**config.mk**
```make
export PLATFORM = sky130hd
export DESIGN_NAME = hash_run_length_encoder
export DESIGN_NICKNAME = d
export VERILOG_FILES = /design/src/hw/rtl/hre_pkg.sv /design/src/hw/rtl/hre_core.sv /design/src/hw/rtl/hre_obuf.sv /design/src/hw/rtl/hash_run_length_encoder.sv
export SDC_FILE = /design/constraint.sdc
export NUM_CORES = 2
export LEC_CHECK = 0
export ABC_CLOCK_PERIOD_IN_PS = 76500
export BUFFER_PORTS_ARGS = -buffer_cell sky130_fd_sc_hd__buf_2
export CORE_ASPECT_RATIO = 1.4
export CORE_MARGIN = 1.5
export CORE_UTILIZATION = 60
export DETAILED_ROUTE_END_ITERATION = 16
export PLACE_DENSITY = 0.83
export SLEW_MARGIN = 0
export SYNTH_ARGS = -nofsm -noshare
export SYNTH_HDL_FRONTEND = slang
export SYNTH_SLANG_ARGS = --single-unit
export TNS_END_PERCENT = 10
```
**constraint.sdc**
```tcl
create_clock -name aclk -period 76.5 [get_ports aclk]
set_input_delay 15.3 -clock aclk [delete_from_list [all_inputs] [get_ports aclk]]
set_output_delay 15.3 -clock aclk [all_outputs]
set_load 0.02 [all_outputs]
```
**src/hw/rtl/hre_pkg.sv**
```systemverilog
// ----------------------------------------------------------------------------
// hre_pkg
// Shared types and constants for the hash run-length encoder.
// ----------------------------------------------------------------------------
package hre_pkg;

    localparam int HASH_W   = 64;
    localparam int FLAGS_W  = 64;
    localparam int LEN_W    = 16;
    localparam int VNUM_W   = 32;

    localparam logic [LEN_W-1:0]  CHUNK_MAX = 16'hFFFF;
    localparam logic [VNUM_W-1:0] VNUM_MAX  = 32'hFFFF_FFFF;

    // One emitted vertex
    typedef struct packed {
        logic [HASH_W-1:0]  hash_high;
        logic [HASH_W-1:0]  hash_low;
        logic [FLAGS_W-1:0] flags;
        logic [LEN_W-1:0]   start_ordinal;
        logic [LEN_W-1:0]   run_count;
        logic [VNUM_W-1:0]  vertex_number;
        logic               final_vertex;
    } vertex_t;

    // Vertices produced by one item, in emit order (first, then second)
    typedef struct packed {
        vertex_t    first;
        vertex_t    second;
        logic [1:0] count;
    } emit_t;

    // Output buffer status back to the top level
    typedef struct packed {
        logic can_take;     // room for up to two vertices this cycle
        logic spare_busy;   // second vertex waiting behind the output register
    } obuf_stat_t;

endpackage

```
**src/hw/rtl/hre_core.sv**
```systemverilog
// ----------------------------------------------------------------------------
// hre_core
// Run tracking state and vertex generation for one element per cycle while fire is high.
// ----------------------------------------------------------------------------
module hre_core #(
    parameter int COUNT_BITS = 32
) (
    input  logic                          aclk,
    input  logic                          aresetn,
    input  logic                          fire,
    input  logic [hre_pkg::HASH_W-1:0]    hash_high,
    input  logic [hre_pkg::HASH_W-1:0]    hash_low,
    input  logic [hre_pkg::FLAGS_W-1:0]   item_flags,
    input  logic                          last_item,
    output hre_pkg::emit_t                emit
);

    localparam logic [COUNT_BITS-1:0] POS_MAX = {COUNT_BITS{1'b1}};

    logic [hre_pkg::HASH_W-1:0]  held_hash_high_reg, held_hash_high_next;
    logic [hre_pkg::HASH_W-1:0]  held_hash_low_reg,  held_hash_low_next;
    logic [hre_pkg::FLAGS_W-1:0] held_flags_reg,     held_flags_next;
    logic [hre_pkg::LEN_W-1:0]   held_length_reg,    held_length_next;
    logic [COUNT_BITS-1:0]       chunk_start_reg,    chunk_start_next;
    logic [COUNT_BITS-1:0]       position_reg,       position_next;
    logic [hre_pkg::VNUM_W-1:0]  vcount_reg,         vcount_next;

    logic                        same_key;
    logic                        extend;
    logic                        emit_mid;
    logic [COUNT_BITS-1:0]       pos_inc;
    logic [hre_pkg::VNUM_W-1:0]  vnum_one;
    logic [hre_pkg::VNUM_W-1:0]  vnum_two;
    logic [hre_pkg::LEN_W-1:0]   new_length;
    logic [COUNT_BITS-1:0]       new_start;
    hre_pkg::vertex_t            mid_vtx;
    hre_pkg::vertex_t            fin_vtx;

    // Ordinal is written as zero above 16 bits
    function automatic logic [hre_pkg::LEN_W-1:0] ordinal(input logic [COUNT_BITS-1:0] pos);
        logic [hre_pkg::LEN_W-1:0] res;
        res = (pos[COUNT_BITS-1:hre_pkg::LEN_W] == '0) ? pos[hre_pkg::LEN_W-1:0] : '0;
        return res;
    endfunction

    always_comb begin
        pos_inc  = (position_reg != POS_MAX) ? position_reg + 1'b1 : position_reg;
        same_key = (held_length_reg != '0) && (hash_high == held_hash_high_reg) &&
                   (hash_low == held_hash_low_reg) && (item_flags == held_flags_reg);
        extend   = same_key && (held_length_reg != hre_pkg::CHUNK_MAX);
        emit_mid = !extend && (held_length_reg != '0);

        vnum_one = (vcount_reg != hre_pkg::VNUM_MAX) ? vcount_reg + 1'b1 : vcount_reg;
        vnum_two = (vnum_one != hre_pkg::VNUM_MAX) ? vnum_one + 1'b1 : vnum_one;

        new_length = extend ? held_length_reg + 1'b1 : hre_pkg::LEN_W'(1);
        new_start  = extend ? chunk_start_reg : pos_inc;

        mid_vtx.hash_high     = held_hash_high_reg;
        mid_vtx.hash_low      = held_hash_low_reg;
        mid_vtx.flags         = held_flags_reg;
        mid_vtx.start_ordinal = ordinal(chunk_start_reg);
        mid_vtx.run_count     = held_length_reg;
        mid_vtx.vertex_number = vnum_one;
        mid_vtx.final_vertex  = 1'b0;

        // The open chunk always matches the incoming key after this element
        fin_vtx.hash_high     = hash_high;
        fin_vtx.hash_low      = hash_low;
        fin_vtx.flags         = item_flags;
        fin_vtx.start_ordinal = ordinal(new_start);
        fin_vtx.run_count     = new_length;
        fin_vtx.vertex_number = emit_mid ? vnum_two : vnum_one;
        fin_vtx.final_vertex  = 1'b1;

        emit.first  = emit_mid ? mid_vtx : fin_vtx;
        emit.second = fin_vtx;
        emit.count  = {1'b0, emit_mid} + {1'b0, last_item};
    end

    always_comb begin
        held_hash_high_next = held_hash_high_reg;
        held_hash_low_next  = held_hash_low_reg;
        held_flags_next     = held_flags_reg;
        held_length_next    = held_length_reg;
        chunk_start_next    = chunk_start_reg;
        position_next       = position_reg;
        vcount_next         = vcount_reg;
        if (fire) begin
            if (last_item) begin
                held_hash_high_next = '0;
                held_hash_low_next  = '0;
                held_flags_next     = '0;
                held_length_next    = '0;
                chunk_start_next    = '0;
                position_next       = '0;
                vcount_next         = '0;
            end else begin
                held_hash_high_next = hash_high;
                held_hash_low_next  = hash_low;
                held_flags_next     = item_flags;
                held_length_next    = new_length;
                chunk_start_next    = new_start;
                position_next       = pos_inc;
                vcount_next         = emit_mid ? vnum_one : vcount_reg;
            end
        end
    end

    always_ff @(posedge aclk) begin
        if (!aresetn) begin
            held_hash_high_reg <= '0;
            held_hash_low_reg  <= '0;
            held_flags_reg     <= '0;
            held_length_reg    <= '0;
            chunk_start_reg    <= '0;
            position_reg       <= '0;
            vcount_reg         <= '0;
        end else begin
            held_hash_high_reg <= held_hash_high_next;
            held_hash_low_reg  <= held_hash_low_next;
            held_flags_reg     <= held_flags_next;
            held_length_reg    <= held_length_next;
            chunk_start_reg    <= chunk_start_next;
            position_reg       <= position_next;
            vcount_reg         <= vcount_next;
        end
    end

endmodule

```
**src/hw/rtl/hre_obuf.sv**
```systemverilog
// ----------------------------------------------------------------------------
// hre_obuf
// Output register plus one spare register for the second vertex of an item.
// ----------------------------------------------------------------------------
module hre_obuf (
    input  logic                 aclk,
    input  logic                 aresetn,
    input  logic                 push,
    input  hre_pkg::emit_t       emit,
    input  logic                 m_ready,
    output logic                 m_valid,
    output hre_pkg::vertex_t     m_vertex,
    output hre_pkg::obuf_stat_t  stat
);

    hre_pkg::vertex_t out_reg,   out_next;
    hre_pkg::vertex_t spare_reg, spare_next;
    logic             out_valid_reg,   out_valid_next;
    logic             spare_valid_reg, spare_valid_next;
    logic             out_free;

    always_comb begin
        out_free         = !out_valid_reg || m_ready;
        out_next         = out_reg;
        spare_next       = spare_reg;
        out_valid_next   = out_valid_reg;
        spare_valid_next = spare_valid_reg;
        if (spare_valid_reg) begin
            if (out_free) begin
                out_next         = spare_reg;
                out_valid_next   = 1'b1;
                spare_valid_next = 1'b0;
            end
        end else if (push && emit.count != 2'd0) begin
            out_next       = emit.first;
            out_valid_next = 1'b1;
            if (emit.count == 2'd2) begin
                spare_next       = emit.second;
                spare_valid_next = 1'b1;
            end
        end else if (out_valid_reg && m_ready) begin
            out_valid_next = 1'b0;
        end
    end

    always_ff @(posedge aclk) begin
        if (!aresetn) begin
            out_valid_reg   <= 1'b0;
            spare_valid_reg <= 1'b0;
        end else begin
            out_valid_reg   <= out_valid_next;
            spare_valid_reg <= spare_valid_next;
        end
    end

    always_ff @(posedge aclk) begin
        out_reg   <= out_next;
        spare_reg <= spare_next;
    end

    assign m_valid         = out_valid_reg;
    assign m_vertex        = out_reg;
    assign stat.can_take   = !spare_valid_reg && out_free;
    assign stat.spare_busy = spare_valid_reg;

endmodule

```
**src/hw/rtl/hash_run_length_encoder.sv**
```systemverilog
// ----------------------------------------------------------------------------
// hash_run_length_encoder
// Collapses runs of equal (hash, flags) elements into vertices.
// ----------------------------------------------------------------------------
// Usage:
//   s_* channel: one element per item (128-bit hash in two halves, 64-bit
//   flag word, last mark). m_* channel: vertices with hash, flags,
//   one-based start ordinal (0 above 65535), run count, vertex number and
//   final mark.
//   An item passes an input register, then the run logic, then the output
//   register, which drives m_*. Throughput is one item per cycle while the
//   output side can take both vertices. Most items give zero or one vertex;
//   a run that reaches 65535 elements is cut into a new vertex. A last item
//   that also closes the open chunk (key change or full 65535-element chunk)
//   gives two vertices; the second waits in a spare register and holds off
//   the next item until it moves into the output register.
//   Reset (aresetn low, synchronous) clears all valid flags and run state and
//   starts a new sequence; a last item clears the run state once processed.
//   When m_ready is low the output register holds its vertex, the run logic
//   stalls and s_ready falls once the input register is full.
// ----------------------------------------------------------------------------
module hash_run_length_encoder #(
    parameter int COUNT_BITS = 32
) (
    input  logic        aclk,
    input  logic        aresetn,

    input  logic        s_valid,
    output logic        s_ready,
    input  logic [63:0] s_hash_high,
    input  logic [63:0] s_hash_low,
    input  logic [63:0] s_item_flags,
    input  logic        s_last_item,

    output logic        m_valid,
    input  logic        m_ready,
    output logic [63:0] m_vertex_hash_high,
    output logic [63:0] m_vertex_hash_low,
    output logic [63:0] m_vertex_flags,
    output logic [15:0] m_start_ordinal,
    output logic [15:0] m_run_count,
    output logic [31:0] m_vertex_number,
    output logic        m_final_vertex
);

    // Input register
    logic        in_valid_reg;
    logic [63:0] in_hash_high_reg;
    logic [63:0] in_hash_low_reg;
    logic [63:0] in_flags_reg;
    logic        in_last_reg;

    logic                 proc_fire;
    hre_pkg::emit_t       emit;
    hre_pkg::obuf_stat_t  obuf_stat;
    hre_pkg::vertex_t     m_vertex;

    // Element is processed once the output side has room for both vertices
    assign proc_fire = in_valid_reg && obuf_stat.can_take;
    assign s_ready   = !in_valid_reg || proc_fire;

    always_ff @(posedge aclk) begin
        if (!aresetn) begin
            in_valid_reg <= 1'b0;
        end else if (s_ready) begin
            in_valid_reg <= s_valid;
        end
    end

    always_ff @(posedge aclk) begin
        if (s_valid && s_ready) begin
            in_hash_high_reg <= s_hash_high;
            in_hash_low_reg  <= s_hash_low;
            in_flags_reg     <= s_item_flags;
            in_last_reg      <= s_last_item;
        end
    end

    hre_core #(
        .COUNT_BITS (COUNT_BITS)
    ) u_core (
        .aclk       (aclk),
        .aresetn    (aresetn),
        .fire       (proc_fire),
        .hash_high  (in_hash_high_reg),
        .hash_low   (in_hash_low_reg),
        .item_flags (in_flags_reg),
        .last_item  (in_last_reg),
        .emit       (emit)
    );

    hre_obuf u_obuf (
        .aclk     (aclk),
        .aresetn  (aresetn),
        .push     (proc_fire),
        .emit     (emit),
        .m_ready  (m_ready),
        .m_valid  (m_valid),
        .m_vertex (m_vertex),
        .stat     (obuf_stat)
    );

    assign m_vertex_hash_high = m_vertex.hash_high;
    assign m_vertex_hash_low  = m_vertex.hash_low;
    assign m_vertex_flags     = m_vertex.flags;
    assign m_start_ordinal    = m_vertex.start_ordinal;
    assign m_run_count        = m_vertex.run_count;
    assign m_vertex_number    = m_vertex.vertex_number;
    assign m_final_vertex     = m_vertex.final_vertex;

    // A waiting second vertex always sits behind a full output register
    a_spare_behind_out: assert property (@(posedge aclk) disable iff (!aresetn)
        obuf_stat.spare_busy |-> m_valid)
        else $error("spare vertex without output vertex");

    // Every vertex covers at least one element and has a nonzero number
    a_vertex_sane: assert property (@(posedge aclk) disable iff (!aresetn)
        m_valid |-> (m_run_count != 16'd0 && m_vertex_number != 32'd0))
        else $error("empty vertex emitted");

    // A spare vertex is always the final one of its sequence
    a_spare_is_final: assert property (@(posedge aclk) disable iff (!aresetn)
        (obuf_stat.spare_busy && m_ready) |=> (m_valid && m_final_vertex))
        else $error("spare vertex not final");

endmodule
```
==> impl_metrics.env <==
export IMPL_status="finished clean"
export IMPL_synth_cell_types=79
export IMPL_yosysMostFrequentCell="edfxtp_1"
export IMPL_worst_path_max_delay_cell="nor2b_1"
export IMPL_clock_path_buffers=3
export IMPL_grt_ovfl_total=0
export IMPL_clkPwrFrac_pct=41.5
export IMPL_netlist_instances=3746
export IMPL_avgSynthCellArea_um2=11.9
export IMPL_fp_coreArea_um2=73000
export IMPL_worst_path_buf_inv=2
export IMPL_cap_violations=0
export IMPL_numClockSinks=1013
export IMPL_power_internal_uw=915
export IMPL_fin_crit_ps=31440
export IMPL_sequentialPowerShare_pct=52.1
export IMPL_swShare_pct=22.9
export IMPL_min_path_cells=2
export IMPL_r2r_start="in_hash_high_reg[29]"
export IMPL_initial_utilization_pct=60.8
export IMPL_p_leak_nw=17.9
export IMPL_synth_edf_count=706
export IMPL_timing_rr_end="u_obuf.m_vertex[109]"
export IMPL_port_buffers=455
export IMPL_die_w_um=233
export IMPL_htree_levels=3
export IMPL_cts_clk_slew_worst_paths_ps=60
export IMPL_crit_chain="buf_2 -> nor2b_1 -> o21ai_0 -> buf_2"
export IMPL_die_h_um=325
export IMPL_cpPeakStageDelay_ps=330
export IMPL_synth_ff_type="edfxtp_1"
export IMPL_yosys_warnings=0
export IMPL_cts_resized=0
export IMPL_hold_buffers=0
export IMPL_drtIter0Drc=3187
export IMPL_whs_endpoint="u_core.chunk_start_reg[30]"
export IMPL_rsz0062_at_grt="false"
export IMPL_holdCritPathClass="flip-flop to flip-flop"
export IMPL_ys_seq_elements=1013
export IMPL_finalMaxSlewViolations=0
export IMPL_critPathRequiredTime_ps=61200
export IMPL_first_pass_iters=6
export IMPL_yosysSeqAreaShare_pct=61.6
export IMPL_async_flop_share_pct=0
export IMPL_combPwrFrac_pct=6.4
export IMPL_setup_viol=0
export IMPL_cts_setup_buffers=0
export IMPL_synthTopCellsByCount="edfxtp_1 (706), nand2_1 (509), dfxtp_1 (307)"
export IMPL_drc=0
export IMPL_finalPower_mw=1.19
export IMPL_dpl_hpwl_mm=79.2
export IMPL_ant_nets=0
export IMPL_place_congestion=0.909
export IMPL_worstSkewPairLatency_ps=670
export IMPL_area_growth_pct=13.7
export IMPL_antenna_found_initial=15
export IMPL_drt_total_wl_mm=124
export IMPL_io_pins=456
export IMPL_syn_nets=3948
export IMPL_stdcell_area_um2=50500
export IMPL_grt_pass1_wl_mm=183
export IMPL_worstRegToRegCells=10
export IMPL_fillers=5185
export IMPL_cpLargestDelayFamily="simple AND/OR/NAND/NOR gates"
export IMPL_worstPathMaxFanout=4
export IMPL_ys_top_cells_by_area="edfxtp_1 (48%), dfxtp_1 (14%), mux2i_1 (4.7%)"
export IMPL_dieArea_um2=75700
export IMPL_powerDensity_nw_per_um2=23.5
export IMPL_syn_area_um2=44400
export IMPL_vias=31300
export IMPL_slew_headroom_pct=6.95
export IMPL_grt_start_max_net_pins=242
export IMPL_cts_buffers=96
export IMPL_largest_reg_flops=257
export IMPL_max_freq_mhz=31.8
export IMPL_critPathLaunchType="input pin"
export IMPL_grt_pass1_vias=30200
export IMPL_endpoint_kind="primary output"
export IMPL_arrival_ps=16140
export IMPL_hold_violations=0
export IMPL_yosys_area_top_type="edfxtp_1"
export IMPL_vdd_drop_max_v=0.0000258
export IMPL_cts_root_buf="clkbuf_16"
export IMPL_crit_type="input pin to primary output"
export IMPL_worst_path_most_repeated_cell="buf_2"
export IMPL_tns_ps=0
export IMPL_avgRoutedWirePerCell_um=24.2
export IMPL_hold_start="u_core.chunk_start_reg[30]"
export IMPL_r2r_setup_slack_ps=70440
export IMPL_drive_gt1_share_pct=17.0
export IMPL_cts_tree="done"
export IMPL_synth_top_cell_area_share_pct=47.8
export IMPL_fin_skew_ps=25.4
export IMPL_switchingPower_uw=271
export IMPL_min_period_over_period_pct=41.1
export IMPL_grtUsageTotal_pct=32.2
export IMPL_nNetsFinal=4277
export IMPL_num_rows=117
export IMPL_worst_pin_slew_ps=1400
export IMPL_placed_area_um2=47200
export IMPL_vias_per_cell=6.11
metal layers:
| layer | GRT usage (%) | share of wire [%] | wire (um) |
|---|---|---|---|
| met1 | 39.5 | 37 | 46100 |
| met2 | 54.1 | 50 | 61700 |
| met3 | 4.35 | 6.7 | 8290 |
| met4 | 19.2 | 6.4 | 7910 |
| met5 | 0 | 0.064 | 80 |
power by group through the flow:
stage / logic, mW / registers, mW / clock network, mW
finish: 0.0758 / 0.618 / 0.493
global route: 0.0796 / 0.619 / 0.518
CTS: 0.0758 / 0.617 / 0.497
detailed placement: 0.0751 / 0.629 / 0
global placement: 0.0742 / 0.628 / 0
floorplan: 0.0367 / 0.638 / 0
worst reg2reg max path: stages, from the launching register on:
cell and delay, ps:
edfxtp_1 440, xnor2_1 830, nand4_1 200, nor4_1 690, nand4_1 330, nor4_4 320, buf_4 630, or2_4 780
buf_4 850, mux2i_1 210, o21ai_0 500
worst max path at each step:
stage          cells past startpoint  startpoint  slack, ps            endpoint
2_1_floorplan                      2     m_ready      42010  u_obuf.m_vertex[0]
3_3_place_gp                       4     m_ready      45100             s_ready
3_5_place_dp                       4     m_ready      45100             s_ready
4_1_cts                            4     m_ready      45050             s_ready
5_1_grt                            4     m_ready      44950             s_ready
6_report                           4     m_ready      45060             s_ready
area by class of cell:
class                   count  area [um2]  share of cell area, %
clock inverters            57         604                   1.20
multi-input cells        2452       16000                   31.7
diodes                      8        20.0                 0.0397
flip-flops and latches   1013       27400                   54.2
clock buffers             122        2630                   5.22
well taps                 952        1190                   2.36
repair buffers            488        2580                   5.12
inverters                  24        90.1                  0.179
cell usage in the layout (no fill, tap or decap), types with 11 or more instances in the layout:
cell type / count
inv_1: 23
and4_1: 18
or3_1: 13
clkbuf_16: 99
dfxtp_1: 306
nand4_1: 78
edfxtp_1: 706
a21oi_1: 46
and2_1: 49
o21ai_1: 12
clkinv_2: 20
a31oi_1: 15
nor2b_1: 69
nor2_1: 97
o21a_1: 11
xnor2_1: 232
buf_2: 454
nand3b_1: 202
buf_4: 29
nand2_1: 508
bufinv_16: 12
nor4_1: 29
nor3_1: 35
clkbuf_1: 16
o21ai_0: 288
and3_1: 26
mux2_2: 22
xor2_1: 51
nand3_1: 46
a21boi_0: 224
a22oi_1: 65
clkinv_1: 16
mux2i_1: 207
stage by stage:
step | hold slack, ps | worst slack (ps) | utilization (%) | std cells
CTS | 482 | 45050 | 69.0 | 5108
floorplan | 435 | 42010 | - | 3746
global placement | 457 | 45100 | 64.6 | 4929
global route | 514 | 44950 | 69.1 | 5112
finish | 487 | 45060 | 69.1 | 5116
detailed placement | 470 | 45100 | 64.6 | 4929
logic make-up (layout without fill, tap and decap cells):
kind of cell	after synthesis	count (layout)	synth area share (%)
compound gates	710	710	10.2
xor+xnor	285	285	5.66
fa+ha+maj	5	5	0.141
buf+inv	281	691	2.56
flops	1013	1013	61.6
mux	230	230	5.26
other cells	0	8	0
simple gates	1222	1222	14.6
Power figures use the tool's default switching activity.
